===== src/design/ps2mct_pkg.sv =====
package ps2mct_pkg;

    // status bit that marks a byte from the auxiliary (mouse) port
    localparam int AUX_BIT = 5;

    // standard mouse packet: header byte, x delta, y delta
    localparam int PACKET_LEN = 3;
    localparam logic [1:0] LAST_INDEX = 2'(PACKET_LEN - 1);

    // cursor position after reset
    localparam int START_X = 160;
    localparam int START_Y = 100;

    localparam int SIZE_BITS = 14;

    typedef enum logic [1:0] {
        CFG_DISPLAY_ENABLE = 2'd0,
        CFG_SCREEN_WIDTH   = 2'd1,
        CFG_SCREEN_HEIGHT  = 2'd2
    } cfg_index_t;

    // one completed packet, handed from the byte collector to the cursor logic
    typedef struct packed {
        logic       done;
        logic [2:0] buttons;
        logic [7:0] dx;
        logic [7:0] dy;
    } pkt_t;

endpackage


===== src/design/ps2mct_if.sv =====
interface ps2mct_evt_if;
    logic       valid;
    logic       ready;
    logic [7:0] status_byte;
    logic [7:0] data_byte;

    modport source (output valid, output status_byte, output data_byte, input ready);
    modport sink (input valid, input status_byte, input data_byte, output ready);
endinterface

interface ps2mct_res_if #(
    parameter int COORD_BITS = 13
);
    logic                  valid;
    logic                  ready;
    logic [COORD_BITS-1:0] cursor_x;
    logic [COORD_BITS-1:0] cursor_y;
    logic [2:0]            button_bits;
    logic                  packet_applied;

    modport source (
        output valid, output cursor_x, output cursor_y, output button_bits,
        output packet_applied, input ready
    );
    modport sink (
        input valid, input cursor_x, input cursor_y, input button_bits,
        input packet_applied, output ready
    );
endinterface


===== src/design/ps2_mouse_cursor_tracker.sv =====
// PS/2 mouse cursor tracker. Each transfer on evt is one controller event (status byte
// and data byte); every event gives exactly one transfer on res, in order, showing the
// cursor and buttons after that event. Events without status bit 5 (auxiliary data) change
// nothing. Mouse bytes are grouped into three-byte packets; on the third byte, with
// display_enable set, the buttons are taken from the header bits 2..0, x moves by the
// signed x delta and y by minus the signed y delta, each clamped to 0..size-1 (a size
// above the coordinate range clamps at the range top). With display_enable clear the bytes
// are still counted but the packet is dropped. Sync and overflow bits are not checked.
// Timing: an event is caught in the input register at its transfer edge, worked through while
// it sits there and loaded into the result register at the next edge on which that register
// can take it; one event per cycle is sustained while res takes its transfers. With res
// stalled the two registers hold two events and then evt.ready drops. Configuration goes
// through cfg_we/cfg_index/cfg_data (0 display_enable, 1 screen_width, 2 screen_height) and
// must only be written while no event is in flight.
module ps2_mouse_cursor_tracker
    import ps2mct_pkg::*;
#(
    parameter int COORD_BITS = 13
)(
    input  logic                 clk,
    input  logic                 rst_n,
    input  logic                 cfg_we,
    input  logic [1:0]           cfg_index,
    input  logic [SIZE_BITS-1:0] cfg_data,
    ps2mct_evt_if.sink           evt,
    ps2mct_res_if.source         res
);

    // input register: holds one accepted event
    logic       s1_valid_reg;
    logic [7:0] s1_status_reg;
    logic [7:0] s1_data_reg;

    // result register
    logic                  out_valid_reg;
    logic [COORD_BITS-1:0] out_x_reg;
    logic [COORD_BITS-1:0] out_y_reg;
    logic [2:0]            out_buttons_reg;
    logic                  out_applied_reg;

    logic                  out_load;  // result register can take a new result
    logic                  fire;      // event in the input register is processed now
    logic                  display_enable;
    logic [COORD_BITS-1:0] x_bound;
    logic [COORD_BITS-1:0] y_bound;
    pkt_t                  pkt;
    logic [COORD_BITS-1:0] x_next;
    logic [COORD_BITS-1:0] y_next;
    logic [2:0]            buttons_next;
    logic                  applied;

    assign out_load  = !out_valid_reg || res.ready;
    assign fire      = s1_valid_reg && out_load;
    // input register refills in the same cycle it drains
    assign evt.ready = !s1_valid_reg || out_load;

    always_ff @(posedge clk or negedge rst_n)
    begin
        if (!rst_n)
        begin
            s1_valid_reg <= 1'b0;
        end
        else if (evt.ready)
        begin
            s1_valid_reg <= evt.valid;
        end
    end

    always_ff @(posedge clk)
    begin
        if (evt.ready && evt.valid)
        begin
            s1_status_reg <= evt.status_byte;
            s1_data_reg   <= evt.data_byte;
        end
    end

    ps2mct_cfg #(
        .COORD_BITS (COORD_BITS)
    ) u_cfg (
        .clk            (clk),
        .rst_n          (rst_n),
        .cfg_we         (cfg_we),
        .cfg_index      (cfg_index),
        .cfg_data       (cfg_data),
        .display_enable (display_enable),
        .x_bound        (x_bound),
        .y_bound        (y_bound)
    );

    // byte counter and first two packet bytes
    ps2mct_packer u_packer (
        .clk         (clk),
        .rst_n       (rst_n),
        .fire        (fire),
        .status_byte (s1_status_reg),
        .data_byte   (s1_data_reg),
        .pkt         (pkt)
    );

    // position and button state, add and clamp
    ps2mct_cursor #(
        .COORD_BITS (COORD_BITS)
    ) u_cursor (
        .clk            (clk),
        .rst_n          (rst_n),
        .fire           (fire),
        .pkt            (pkt),
        .display_enable (display_enable),
        .x_bound        (x_bound),
        .y_bound        (y_bound),
        .x_next         (x_next),
        .y_next         (y_next),
        .buttons_next   (buttons_next),
        .applied        (applied)
    );

    always_ff @(posedge clk or negedge rst_n)
    begin
        if (!rst_n)
        begin
            out_valid_reg <= 1'b0;
        end
        else if (out_load)
        begin
            out_valid_reg <= s1_valid_reg;
        end
    end

    always_ff @(posedge clk)
    begin
        if (fire)
        begin
            out_x_reg       <= x_next;
            out_y_reg       <= y_next;
            out_buttons_reg <= buttons_next;
            out_applied_reg <= applied;
        end
    end

    assign res.valid          = out_valid_reg;
    assign res.cursor_x       = out_x_reg;
    assign res.cursor_y       = out_y_reg;
    assign res.button_bits    = out_buttons_reg;
    assign res.packet_applied = out_applied_reg;

    // an applied packet only shows up while tracking is enabled
    a_applied_needs_enable: assert property (@(posedge clk) disable iff (!rst_n)
        (res.valid && res.packet_applied) |-> display_enable)
        else $error("packet applied with tracking disabled");

    // after an applied packet the cursor sits inside the screen
    a_x_in_screen: assert property (@(posedge clk) disable iff (!rst_n)
        (res.valid && res.packet_applied) |-> (res.cursor_x <= x_bound))
        else $error("cursor x beyond screen after applied packet");

    a_y_in_screen: assert property (@(posedge clk) disable iff (!rst_n)
        (res.valid && res.packet_applied) |-> (res.cursor_y <= y_bound))
        else $error("cursor y beyond screen after applied packet");

endmodule


===== src/design/ps2mct_cfg.sv =====
module ps2mct_cfg
    import ps2mct_pkg::*;
#(
    parameter int COORD_BITS = 13
)(
    input  logic                  clk,
    input  logic                  rst_n,
    input  logic                  cfg_we,
    input  logic [1:0]            cfg_index,
    input  logic [SIZE_BITS-1:0]  cfg_data,
    output logic                  display_enable,
    output logic [COORD_BITS-1:0] x_bound,
    output logic [COORD_BITS-1:0] y_bound
);

    localparam int CMP_BITS = (COORD_BITS > SIZE_BITS) ? COORD_BITS + 1 : SIZE_BITS + 1;
    localparam logic [CMP_BITS-1:0] COORD_MAX = CMP_BITS'((2 ** COORD_BITS) - 1);

    // largest coordinate for a screen size: size-1, zero for size 0, capped at range
    function automatic logic [COORD_BITS-1:0] size_to_bound(input logic [SIZE_BITS-1:0] size);
        logic [SIZE_BITS-1:0] m;
        logic [CMP_BITS-1:0]  m_ext;
        m     = (size == '0) ? '0 : size - SIZE_BITS'(1);
        m_ext = CMP_BITS'(m);
        return (m_ext > COORD_MAX) ? COORD_MAX[COORD_BITS-1:0] : m_ext[COORD_BITS-1:0];
    endfunction

    logic                  enable_reg;
    logic [COORD_BITS-1:0] x_bound_reg;
    logic [COORD_BITS-1:0] y_bound_reg;

    always_ff @(posedge clk or negedge rst_n)
    begin
        if (!rst_n)
        begin
            enable_reg  <= 1'b0;
            x_bound_reg <= size_to_bound(SIZE_BITS'(640));
            y_bound_reg <= size_to_bound(SIZE_BITS'(480));
        end
        else if (cfg_we)
        begin
            unique case (cfg_index)
                CFG_DISPLAY_ENABLE: enable_reg  <= cfg_data[0];
                CFG_SCREEN_WIDTH:   x_bound_reg <= size_to_bound(cfg_data);
                CFG_SCREEN_HEIGHT:  y_bound_reg <= size_to_bound(cfg_data);
                default:            ;
            endcase
        end
    end

    assign display_enable = enable_reg;
    assign x_bound        = x_bound_reg;
    assign y_bound        = y_bound_reg;

endmodule


===== src/design/ps2mct_packer.sv =====
module ps2mct_packer
    import ps2mct_pkg::*;
(
    input  logic       clk,
    input  logic       rst_n,
    input  logic       fire,
    input  logic [7:0] status_byte,
    input  logic [7:0] data_byte,
    output pkt_t       pkt
);

    logic [1:0] index_reg;
    logic [1:0] index_next;
    logic [7:0] byte0_reg;
    logic [7:0] byte1_reg;
    logic       aux;
    logic       last;

    assign aux  = fire && status_byte[AUX_BIT];
    assign last = (index_reg == LAST_INDEX);

    always_comb
    begin
        index_next = index_reg;
        if (aux)
        begin
            index_next = last ? 2'd0 : index_reg + 2'd1;
        end
    end

    always_ff @(posedge clk or negedge rst_n)
    begin
        if (!rst_n)
        begin
            index_reg <= 2'd0;
        end
        else
        begin
            index_reg <= index_next;
        end
    end

    // header and x delta bytes, no reset
    always_ff @(posedge clk)
    begin
        if (aux && !last)
        begin
            if (index_reg[0])
            begin
                byte1_reg <= data_byte;
            end
            else
            begin
                byte0_reg <= data_byte;
            end
        end
    end

    assign pkt.done    = aux && last;
    assign pkt.buttons = byte0_reg[2:0];
    assign pkt.dx      = byte1_reg;
    assign pkt.dy      = data_byte;

endmodule


===== src/design/ps2mct_cursor.sv =====
module ps2mct_cursor
    import ps2mct_pkg::*;
#(
    parameter int COORD_BITS = 13
)(
    input  logic                  clk,
    input  logic                  rst_n,
    input  logic                  fire,
    input  pkt_t                  pkt,
    input  logic                  display_enable,
    input  logic [COORD_BITS-1:0] x_bound,
    input  logic [COORD_BITS-1:0] y_bound,
    output logic [COORD_BITS-1:0] x_next,
    output logic [COORD_BITS-1:0] y_next,
    output logic [2:0]            buttons_next,
    output logic                  applied
);

    localparam int W = COORD_BITS + 2;

    logic [COORD_BITS-1:0] pos_x_reg;
    logic [COORD_BITS-1:0] pos_y_reg;
    logic [2:0]            buttons_reg;
    logic [W-1:0]          sum_x;
    logic [W-1:0]          sum_y;
    logic [COORD_BITS-1:0] clamp_x;
    logic [COORD_BITS-1:0] clamp_y;

    function automatic logic [COORD_BITS-1:0] clamp(
        input logic [W-1:0]          v,
        input logic [COORD_BITS-1:0] hi
    );
        logic [COORD_BITS-1:0] r;
        if (v[W-1])
        begin
            r = '0;
        end
        else if (v[W-2:0] > {1'b0, hi})
        begin
            r = hi;
        end
        else
        begin
            r = v[COORD_BITS-1:0];
        end
        return r;
    endfunction

    // x moves by +dx, y by -dy (mouse y points up, screen y points down)
    assign sum_x = {2'b00, pos_x_reg} + {{(W-8){pkt.dx[7]}}, pkt.dx};
    assign sum_y = {2'b00, pos_y_reg} - {{(W-8){pkt.dy[7]}}, pkt.dy};

    assign clamp_x = clamp(sum_x, x_bound);
    assign clamp_y = clamp(sum_y, y_bound);

    assign applied      = fire && pkt.done && display_enable;
    assign x_next       = applied ? clamp_x : pos_x_reg;
    assign y_next       = applied ? clamp_y : pos_y_reg;
    assign buttons_next = applied ? pkt.buttons : buttons_reg;

    always_ff @(posedge clk or negedge rst_n)
    begin
        if (!rst_n)
        begin
            pos_x_reg   <= COORD_BITS'(START_X);
            pos_y_reg   <= COORD_BITS'(START_Y);
            buttons_reg <= 3'd0;
        end
        else
        begin
            pos_x_reg   <= x_next;
            pos_y_reg   <= y_next;
            buttons_reg <= buttons_next;
        end
    end

endmodule


===== src/flat_wrapper.sv =====
// flat-port wrapper written by rule: the top's interface ports become plain ports
module ps2_mouse_cursor_tracker_flat import ps2mct_pkg::*;
#(
    parameter int COORD_BITS = 13
)
  (clk, rst_n, cfg_we, cfg_index, cfg_data, evt_valid, evt_status_byte, evt_data_byte, evt_ready, res_valid, res_cursor_x, res_cursor_y, res_button_bits, res_packet_applied, res_ready);
  ps2mct_evt_if evt_i ();
  ps2mct_res_if #(.COORD_BITS(COORD_BITS)) res_i ();
  input  logic clk;
  input  logic rst_n;
  input  logic cfg_we;
  input  logic [1:0] cfg_index;
  input  logic [SIZE_BITS-1:0] cfg_data;
  input wire logic [$bits(evt_i.valid)-1:0] evt_valid;
  input wire logic [$bits(evt_i.status_byte)-1:0] evt_status_byte;
  input wire logic [$bits(evt_i.data_byte)-1:0] evt_data_byte;
  output wire logic [$bits(evt_i.ready)-1:0] evt_ready;
  output wire logic [$bits(res_i.valid)-1:0] res_valid;
  output wire logic [$bits(res_i.cursor_x)-1:0] res_cursor_x;
  output wire logic [$bits(res_i.cursor_y)-1:0] res_cursor_y;
  output wire logic [$bits(res_i.button_bits)-1:0] res_button_bits;
  output wire logic [$bits(res_i.packet_applied)-1:0] res_packet_applied;
  input wire logic [$bits(res_i.ready)-1:0] res_ready;
  assign evt_i.valid = evt_valid;
  assign evt_i.status_byte = evt_status_byte;
  assign evt_i.data_byte = evt_data_byte;
  assign evt_ready = evt_i.ready;
  assign res_valid = res_i.valid;
  assign res_cursor_x = res_i.cursor_x;
  assign res_cursor_y = res_i.cursor_y;
  assign res_button_bits = res_i.button_bits;
  assign res_packet_applied = res_i.packet_applied;
  assign res_i.ready = res_ready;
  ps2_mouse_cursor_tracker #(.COORD_BITS(COORD_BITS)) u_core (.clk(clk), .rst_n(rst_n), .cfg_we(cfg_we), .cfg_index(cfg_index), .cfg_data(cfg_data), .evt(evt_i), .res(res_i));
endmodule

===== config.mk =====
export PLATFORM = sky130hd
export DESIGN_NAME = ps2_mouse_cursor_tracker_flat
export DESIGN_NICKNAME = d
export VERILOG_FILES = /design/src/design/ps2mct_pkg.sv /design/src/design/ps2mct_if.sv /design/src/design/ps2_mouse_cursor_tracker.sv /design/src/design/ps2mct_cfg.sv /design/src/design/ps2mct_packer.sv /design/src/design/ps2mct_cursor.sv /design/src/flat_wrapper.sv
export SDC_FILE = /design/constraint.sdc
export NUM_CORES = 1
export LEC_CHECK = 0
export BUFFER_PORTS_ARGS = -buffer_cell sky130_fd_sc_hd__buf_2
export CAP_MARGIN = 20
export CORE_MARGIN = 2
export CORE_UTILIZATION = 39
export CTS_BUF_LIST = sky130_fd_sc_hd__clkbuf_4 sky130_fd_sc_hd__clkbuf_8 sky130_fd_sc_hd__clkbuf_16
export DETAILED_ROUTE_END_ITERATION = 10
export SLEW_MARGIN = 20
export SYNTH_ARGS = -nofsm -noshare
export SYNTH_HDL_FRONTEND = slang
export SYNTH_SLANG_ARGS = --single-unit

===== constraint.sdc =====
create_clock -name clk -period 4.8 [get_ports clk]
set_input_delay 1.2 -clock clk [delete_from_list [all_inputs] [get_ports clk]]
set_output_delay 1.2 -clock clk [all_outputs]
set_load 0.01 [all_outputs]

==> results of run 1 <==
-- synthesized netlist by cell type (4+ instances only) --
cell type / number / area (sq um)
o21ai_1: 18 / 90.1
o211ai_1: 4 / 30.0
xor2_1: 6 / 52.6
a211o_1: 4 / 35.0
a31oi_1: 4 / 25.0
o21ai_2: 5 / 43.8
inv_1: 51 / 191
nor3_1: 15 / 75.1
mux2_2: 14 / 158
nand3b_1: 5 / 37.5
o21a_1: 11 / 82.6
nor2_1: 30 / 113
o21ai_0: 34 / 170
a21o_1: 11 / 82.6
and2_1: 6 / 37.5
edfxtp_1: 50 / 1500
clkbuf_1: 7 / 26.3
nand2b_1: 7 / 43.8
dfstp_2: 21 / 552
a21oi_1: 27 / 135
mux2i_1: 22 / 220
xnor2_1: 20 / 175
nand3_1: 9 / 45.0
nand2_1: 61 / 229
dfrtp_1: 39 / 976
ha_1: 55 / 688
or3_1: 7 / 43.8
a211oi_1: 7 / 52.6
o21bai_1: 5 / 37.5
-- final cells by class --
cell class                      count  area [sq um]  area share
Multi-Input combinational cell    449          3280       0.440
Sequential cell                   110          3030       0.406
Timing Repair Buffer               70           373      0.0499
Tap cell                          220           275      0.0369
Clock buffer                       10           233      0.0312
Inverter                           52           195      0.0261
Clock inverter                      6          78.8      0.0106
-- through the flow --
stage          hold slack [ns]  power (mW)  setup slack (ns)
2_1_floorplan            0.426        2.67             0.965
3_3_place_gp             0.441        3.08             0.367
3_5_place_dp             0.445        3.11             0.342
4_1_cts                  0.461        3.93             0.284
5_1_grt                  0.476        4.20            0.0525
6_report                 0.463        3.90             0.367
-- worst paths after layout --
path | slack [ns] | cells after the start | to | startpoint
worst min register to register | 0.46 | 2 | u_core.u_cursor.buttons_reg[0] | u_core.u_packer.byte0_reg[0]
worst max register to register | 0.37 | 18 | u_core.res.cursor_x[3] | u_core.u_cursor.pos_x_reg[0]
max in group asynchronous | 3.01 | 2 | u_core.u_cfg.x_bound[9] | rst_n
worst min-delay path | 0.46 | 2 | u_core.u_cursor.buttons_reg[0] | u_core.u_packer.byte0_reg[0]
worst max-delay path | 0.37 | 18 | u_core.res.cursor_x[3] | u_core.u_cursor.pos_x_reg[0]
min in group asynchronous | 0.86 | 1 | u_core.u_cursor.pos_x_reg[1] | rst_n
-- worst max-delay path, cell delays in order (launching register included) --
cell       delay (ns)
dfrtp_1          0.40
ha_1             0.23
inv_1            0.07
fa_1             0.19
and2b_1          0.20
o211ai_1         0.35
a21oi_2          0.15
a211o_1          0.33
a21o_1           0.17
nand2_1          0.07
ha_1             0.25
a21oi_1          0.15
o21ai_0          0.14
a2111oi_0        0.35
a21oi_1          0.25
a21oi_4          0.24
buf_4            0.21
mux2i_1          0.31
o21ai_1          0.11
-- power groups by stage --
stage	logic [mW]	clock network [mW]	registers (mW)
final	1.75	0.790	1.35
after global routing	1.97	0.852	1.38
after detailed placement	1.74	0	1.37
after global placement	1.71	0	1.37
after CTS	1.75	0.817	1.36
after floorplan	1.31	0	1.36
-- cell families (layout without fill, tap and decap cells) --
group | count (synthesis) | in the layout
buf+inv | 69 | 138
xor+xnor | 26 | 26
flops | 110 | 110
mux | 36 | 36
fa+ha+maj | 57 | 57
simple gates | 170 | 170
compound gates | 160 | 160
-- placed cells by master (no fill, tap or decap), drive strengths merged, types with 3 or more instances in the layout --
| cell | instances |
|---|---|
| a211o | 5 |
| and3 | 4 |
| a2111oi | 3 |
| or3 | 7 |
| clkbuf | 10 |
| edfxtp | 50 |
| nor4 | 4 |
| a211oi | 7 |
| and2 | 6 |
| nand2 | 61 |
| nand2b | 7 |
| nand3b | 5 |
| or4 | 3 |
| nand4 | 3 |
| o21ai | 57 |
| inv | 54 |
| a21o | 11 |
| xor2 | 6 |
| dfrtp | 39 |
| nor3 | 18 |
| dfstp | 21 |
| ha | 55 |
| o21a | 11 |
| nand3 | 9 |
| a311o | 3 |
| o21bai | 5 |
| a21oi | 29 |
| buf | 70 |
| o32ai | 3 |
| nor2 | 32 |
| nor2b | 3 |
| mux2 | 14 |
| xnor2 | 20 |
| o211ai | 4 |
| a31oi | 4 |
| mux2i | 22 |
-- timing repair --
action	CTS	global route
gates resized for setup	0	3
hold buffers	0	0
endpoints found under the setup margin	0	9
-- layer usage --
| layer | vias up | wire [um] | GRT usage |
|---|---|---|---|
| li1 | 2409 | - | - |
| met5 | - | 0 | 0 |
| met4 | 0 | 293 | 0.0532 |
| met3 | 19 | 633 | 0.0397 |
| met2 | 84 | 7160 | 0.295 |
| met1 | 2294 | 7160 | 0.236 |
==> flow_summary.json, run 1 <==
{
  "die_h_um": 134,
  "syn_area_sq_um": 6590,
  "p_comb_frac": 0.450,
  "power.switching_mw": 1.50,
  "hold_path.class": "flop to flop",
  "cts-root-buf": "clkbuf_16",
  "gp_congestion": 0.867,
  "peakVddDrop_mv": 0.265,
  "setup_viol": 0,
  "cp_max_fo": 7,
  "critPathCaptureType": "flop",
  "yosysSeqAreaShare": 0.460,
  "grt_overflow": 0,
  "rsz0062_at_grt": "no",
  "start_kind": "flop",
  "syn_nets": 722,
  "syn_avg_cell_area_sq_um": 10.5,
  "n_fill_cell": 1596,
  "async_flop_share": 0.545,
  "synth_compound_area_frac": 0.165,
  "ioPinCount": 69,
  "antenna_left": 0,
  "grt_pass1_vias": 4884,
  "fmax_mhz": 226,
  "crit_type": "flop to flop",
  "cp.required_ns": 4.90,
  "p_per_area_nw_per_um2": 522,
  "grt_first_pass_wirelength_um": 25100,
  "ys_seq_elements": 110,
  "dp.cells": 901,
  "yosys.area_share.simple": 0.130,
  "core_sq_um": 16500,
  "num_rows": 47,
  "diodes": 0,
  "design_area_sq_um": 7470,
  "tns_ns": 0,
  "die_area_sq_um": 17900,
  "synthMuxAreaShare": 0.0574,
  "route.detailed.drc": 0,
  "hold_viol": 0,
  "num_vias": 4806,
  "grt_antenna_before_repair": 0,
  "cts_buffers": 9,
  "grt_max_degree": 36,
  "cts.sink_count": 110,
  "fp.dieW_um": 134,
  "clkPwrFrac": 0.203,
  "syn_to_final_growth_pct": 13.4,
  "crit_arrival_ns": 4.53,
  "outcome": "finished, final reports clean",
  "drtIter0Drc": 307,
  "period_needed_ns": 4.43,
  "final_util": 0.452,
  "synthAdderAreaFrac": 0.111,
  "synth-main-ff-cell": "edfxtp_1",
  "grt_usage": 0.179,
  "clk_latency_ns": 0.36,
  "io_buffer_count": 61,
  "power_leakage_nw": 3.30,
  "post_drt_wl_per_cell_um": 16.6,
  "totalWireLength_um": 15300,
  "clk_pin_slew_ns": 0.08,
  "cts_setup_buffers": 0,
  "dpl-instance-area_sq_um": 7150,
  "synthXorXnorAreaFrac": 0.0346,
  "drv_cap": 0,
  "finalMaxSlewViolations": 0,
  "power.internal_mw": 2.40,
  "seqPwrFrac": 0.347,
  "yosys_warnings": 0,
  "synth_top_family_by_area": "compound AO/OA/AOI/OAI gates",
  "post-dp-hpwl_um": 11800,
  "swShare": 0.384,
  "stdcell_count": 917,
  "clk_path_buf_depth": 2,
  "firstDrtPassIters": 4,
  "final_nets": 786,
  "finClkSkew_ns": 0.0120,
  "initial_utilization": 0.399,
  "slew_headroom": 0.434,
  "synth-edff-count": 50,
  "tightest_slew_ns": 0.849,
  "postSynthCellCount": 628,
  "viasPerCell": 5.24,
  "cts_tree": "yes",
  "fin_crit_sh": 0.924,
  "ys_types": 76,
  "drive_above_1_share": 0.212,
  "cts_htree_levels": 3
}
(Power assumes the default switching activity.)
==> inputs of run 2 (changes only) <==
==> constraint.sdc (replaced) <==
create_clock -name clk -period 4.6 [get_ports clk]
set_input_delay 1.15 -clock clk [delete_from_list [all_inputs] [get_ports clk]]
set_output_delay 1.15 -clock clk [all_outputs]
set_load 0.01 [all_outputs]
==> run 2 against run 1 <==
Clock power decreased by 1%. Hold slack better by 0.0039 ns. Cell count rose by 0.33%. Maximum frequency is 1.2% higher. Sequential power up 4%. Via count rose by 1.5%. Worst setup slack worse by 0.15 ns. Count of clock-buffer cells in the layout unchanged. Critical path depth up 1. Final area up 0.28%. Largest power group unchanged.
==> flow_summary.json, run 2 (synthesized netlist as in run 1, its figures left out) <==
{
  "grt_pass1_vias": 4699,
  "tns_ns": 0,
  "post_drt_wl_per_cell_um": 16.4,
  "grt_usage": 0.173,
  "cp.required_ns": 4.71,
  "firstDrtPassIters": 5,
  "ioPinCount": 69,
  "most-common-layout-cells": "nand2_1, buf_2, ha_1, inv_1, edfxtp_1",
  "fp.dieW_um": 134,
  "clk_path_buf_depth": 2,
  "num_rows": 47,
  "hold_buffers": 0,
  "clk_pin_slew_ns": 0.08,
  "dp.cells": 902,
  "design_area_sq_um": 7490,
  "setup_slack_ns": 0.219,
  "setup_viol": 0,
  "r2r_slack_ns": 0.22,
  "gp_congestion": 0.877,
  "hold_slack_ns": 0.467,
  "period_needed_ns": 4.38,
  "antenna_left": 0,
  "io_buffer_count": 61,
  "cp-endpoint": "u_core.res.cursor_x[2]",
  "slew_headroom": 0.478,
  "route.detailed.drc": 0,
  "cts_buffers": 9,
  "r2r_start": "u_core.u_packer.byte1_reg[0]",
  "place_ws_ns": 0.136,
  "critPathCaptureType": "flop",
  "power_mw": 4.06,
  "crit_arrival_ns": 4.49,
  "grt_first_pass_wirelength_um": 24200,
  "final_nets": 789,
  "syn_to_final_growth_pct": 13.7,
  "clk_latency_ns": 0.36,
  "cts_htree_levels": 3,
  "totalWireLength_um": 15100,
  "cp_max_fo": 6,
  "num_vias": 4876,
  "dpl-instance-area_sq_um": 7150,
  "grt_max_degree": 33,
  "start_kind": "flop",
  "power_leakage_nw": 3.32,
  "post-dp-hpwl_um": 11700,
  "cts_tree": "yes",
  "die_h_um": 134,
  "outcome": "finished, final reports clean",
  "grt_overflow": 0,
  "diodes": 0,
  "peakVddDrop_mv": 0.245,
  "tightest_slew_ns": 0.780,
  "initial_utilization": 0.399,
  "r2r_cells": 19,
  "die_area_sq_um": 17900,
  "core_sq_um": 16500,
  "drtIter0Drc": 293,
  "crit_type": "flop to flop",
  "drv_cap": 0,
  "grt_antenna_before_repair": 0,
  "p_per_area_nw_per_um2": 542,
  "r2r-end": "u_core.res.cursor_x[2]",
  "viasPerCell": 5.30,
  "cts-root-buf": "clkbuf_16",
  "hold_viol": 0,
  "critPathLaunch": "u_core.u_packer.byte1_reg[0]",
  "rsz0062_at_grt": "no",
  "final_util": 0.453,
  "finalMaxSlewViolations": 0,
  "finClkSkew_ns": 0.00888,
  "stdcell_count": 920,
  "fmax_mhz": 228,
  "cts.sink_count": 110,
  "fin_crit_sh": 0.952,
  "hold_path.class": "flop to flop",
  "drive_above_1_share": 0.220
}
run 2: cell count changes in the layout (fill, tap and decap cells not counted), sizes merged:
cell and delta:
buf +3, clkinv +2, clkinvlp -2, bufinv -1, inv +1
run 2: power breakdown:
group          internal [mW]  switching, mW  total [mW]
clock network          0.390          0.391       0.780
logic                  0.792           1.07        1.87
registers               1.29          0.123        1.41
total                   2.47           1.59        4.06
run 2: how the worst min path moves through the flow:
stage / start / to / slack, ns / cells past startpoint
floorplan: u_core.s1_data_reg[3] / u_core.u_packer.byte1_reg[3] / 0.43 / 0
global placement: u_core.u_packer.byte0_reg[1] / u_core.u_cursor.buttons_reg[1] / 0.44 / 2
detailed placement: u_core.u_packer.byte0_reg[1] / u_core.u_cursor.buttons_reg[1] / 0.45 / 2
CTS: u_core.u_packer.byte0_reg[1] / u_core.u_cursor.buttons_reg[1] / 0.47 / 2
global route: u_core.s1_data_reg[6] / u_core.u_packer.byte1_reg[6] / 0.48 / 0
finish: u_core.u_cfg.x_bound[1] / u_core.u_cfg.x_bound[1] / 0.47 / 2
run 2: layout make-up:
type | count | area (sq um)
fillers | 1568 | 9040
repair buffers | 73 | 395
multi-input cells | 449 | 3300
inverters | 52 | 195
well taps | 220 | 275
clock inverters | 6 | 62.6
flip-flops and latches | 110 | 3030
clock buffers | 10 | 233
run 2: per-layer routing:
metal,GRT usage,part of all wire,vias to the layer above
met5,0,0,-
met4,0.0609,0.017,0
met3,0.0268,0.035,20
met2,0.291,0.48,102
met1,0.227,0.47,2343
li1,-,-,2411
run 2: timing repair:
item / 4_1_cts / 5_1_grt
setup buffers: 0 / 2
setup endpoints to repair: 0 / 45
resized for setup: 0 / 8
hold endpoints to repair: 0 / 0
run 2: worst max-delay path, cell delays in order, from the launching register on:
cell	delay, ns
edfxtp_1	0.36
ha_1	0.20
inv_1	0.07
fa_1	0.41
and2b_1	0.23
o211ai_1	0.10
buf_4	0.16
a21oi_2	0.22
a211o_1	0.18
a21o_1	0.12
nand2_1	0.09
ha_1	0.32
nand4_1	0.14
or4_1	0.47
o21ai_0	0.12
a21oi_2	0.10
a21oi_4	0.22
buf_4	0.21
mux2i_1	0.28
o21ai_1	0.12
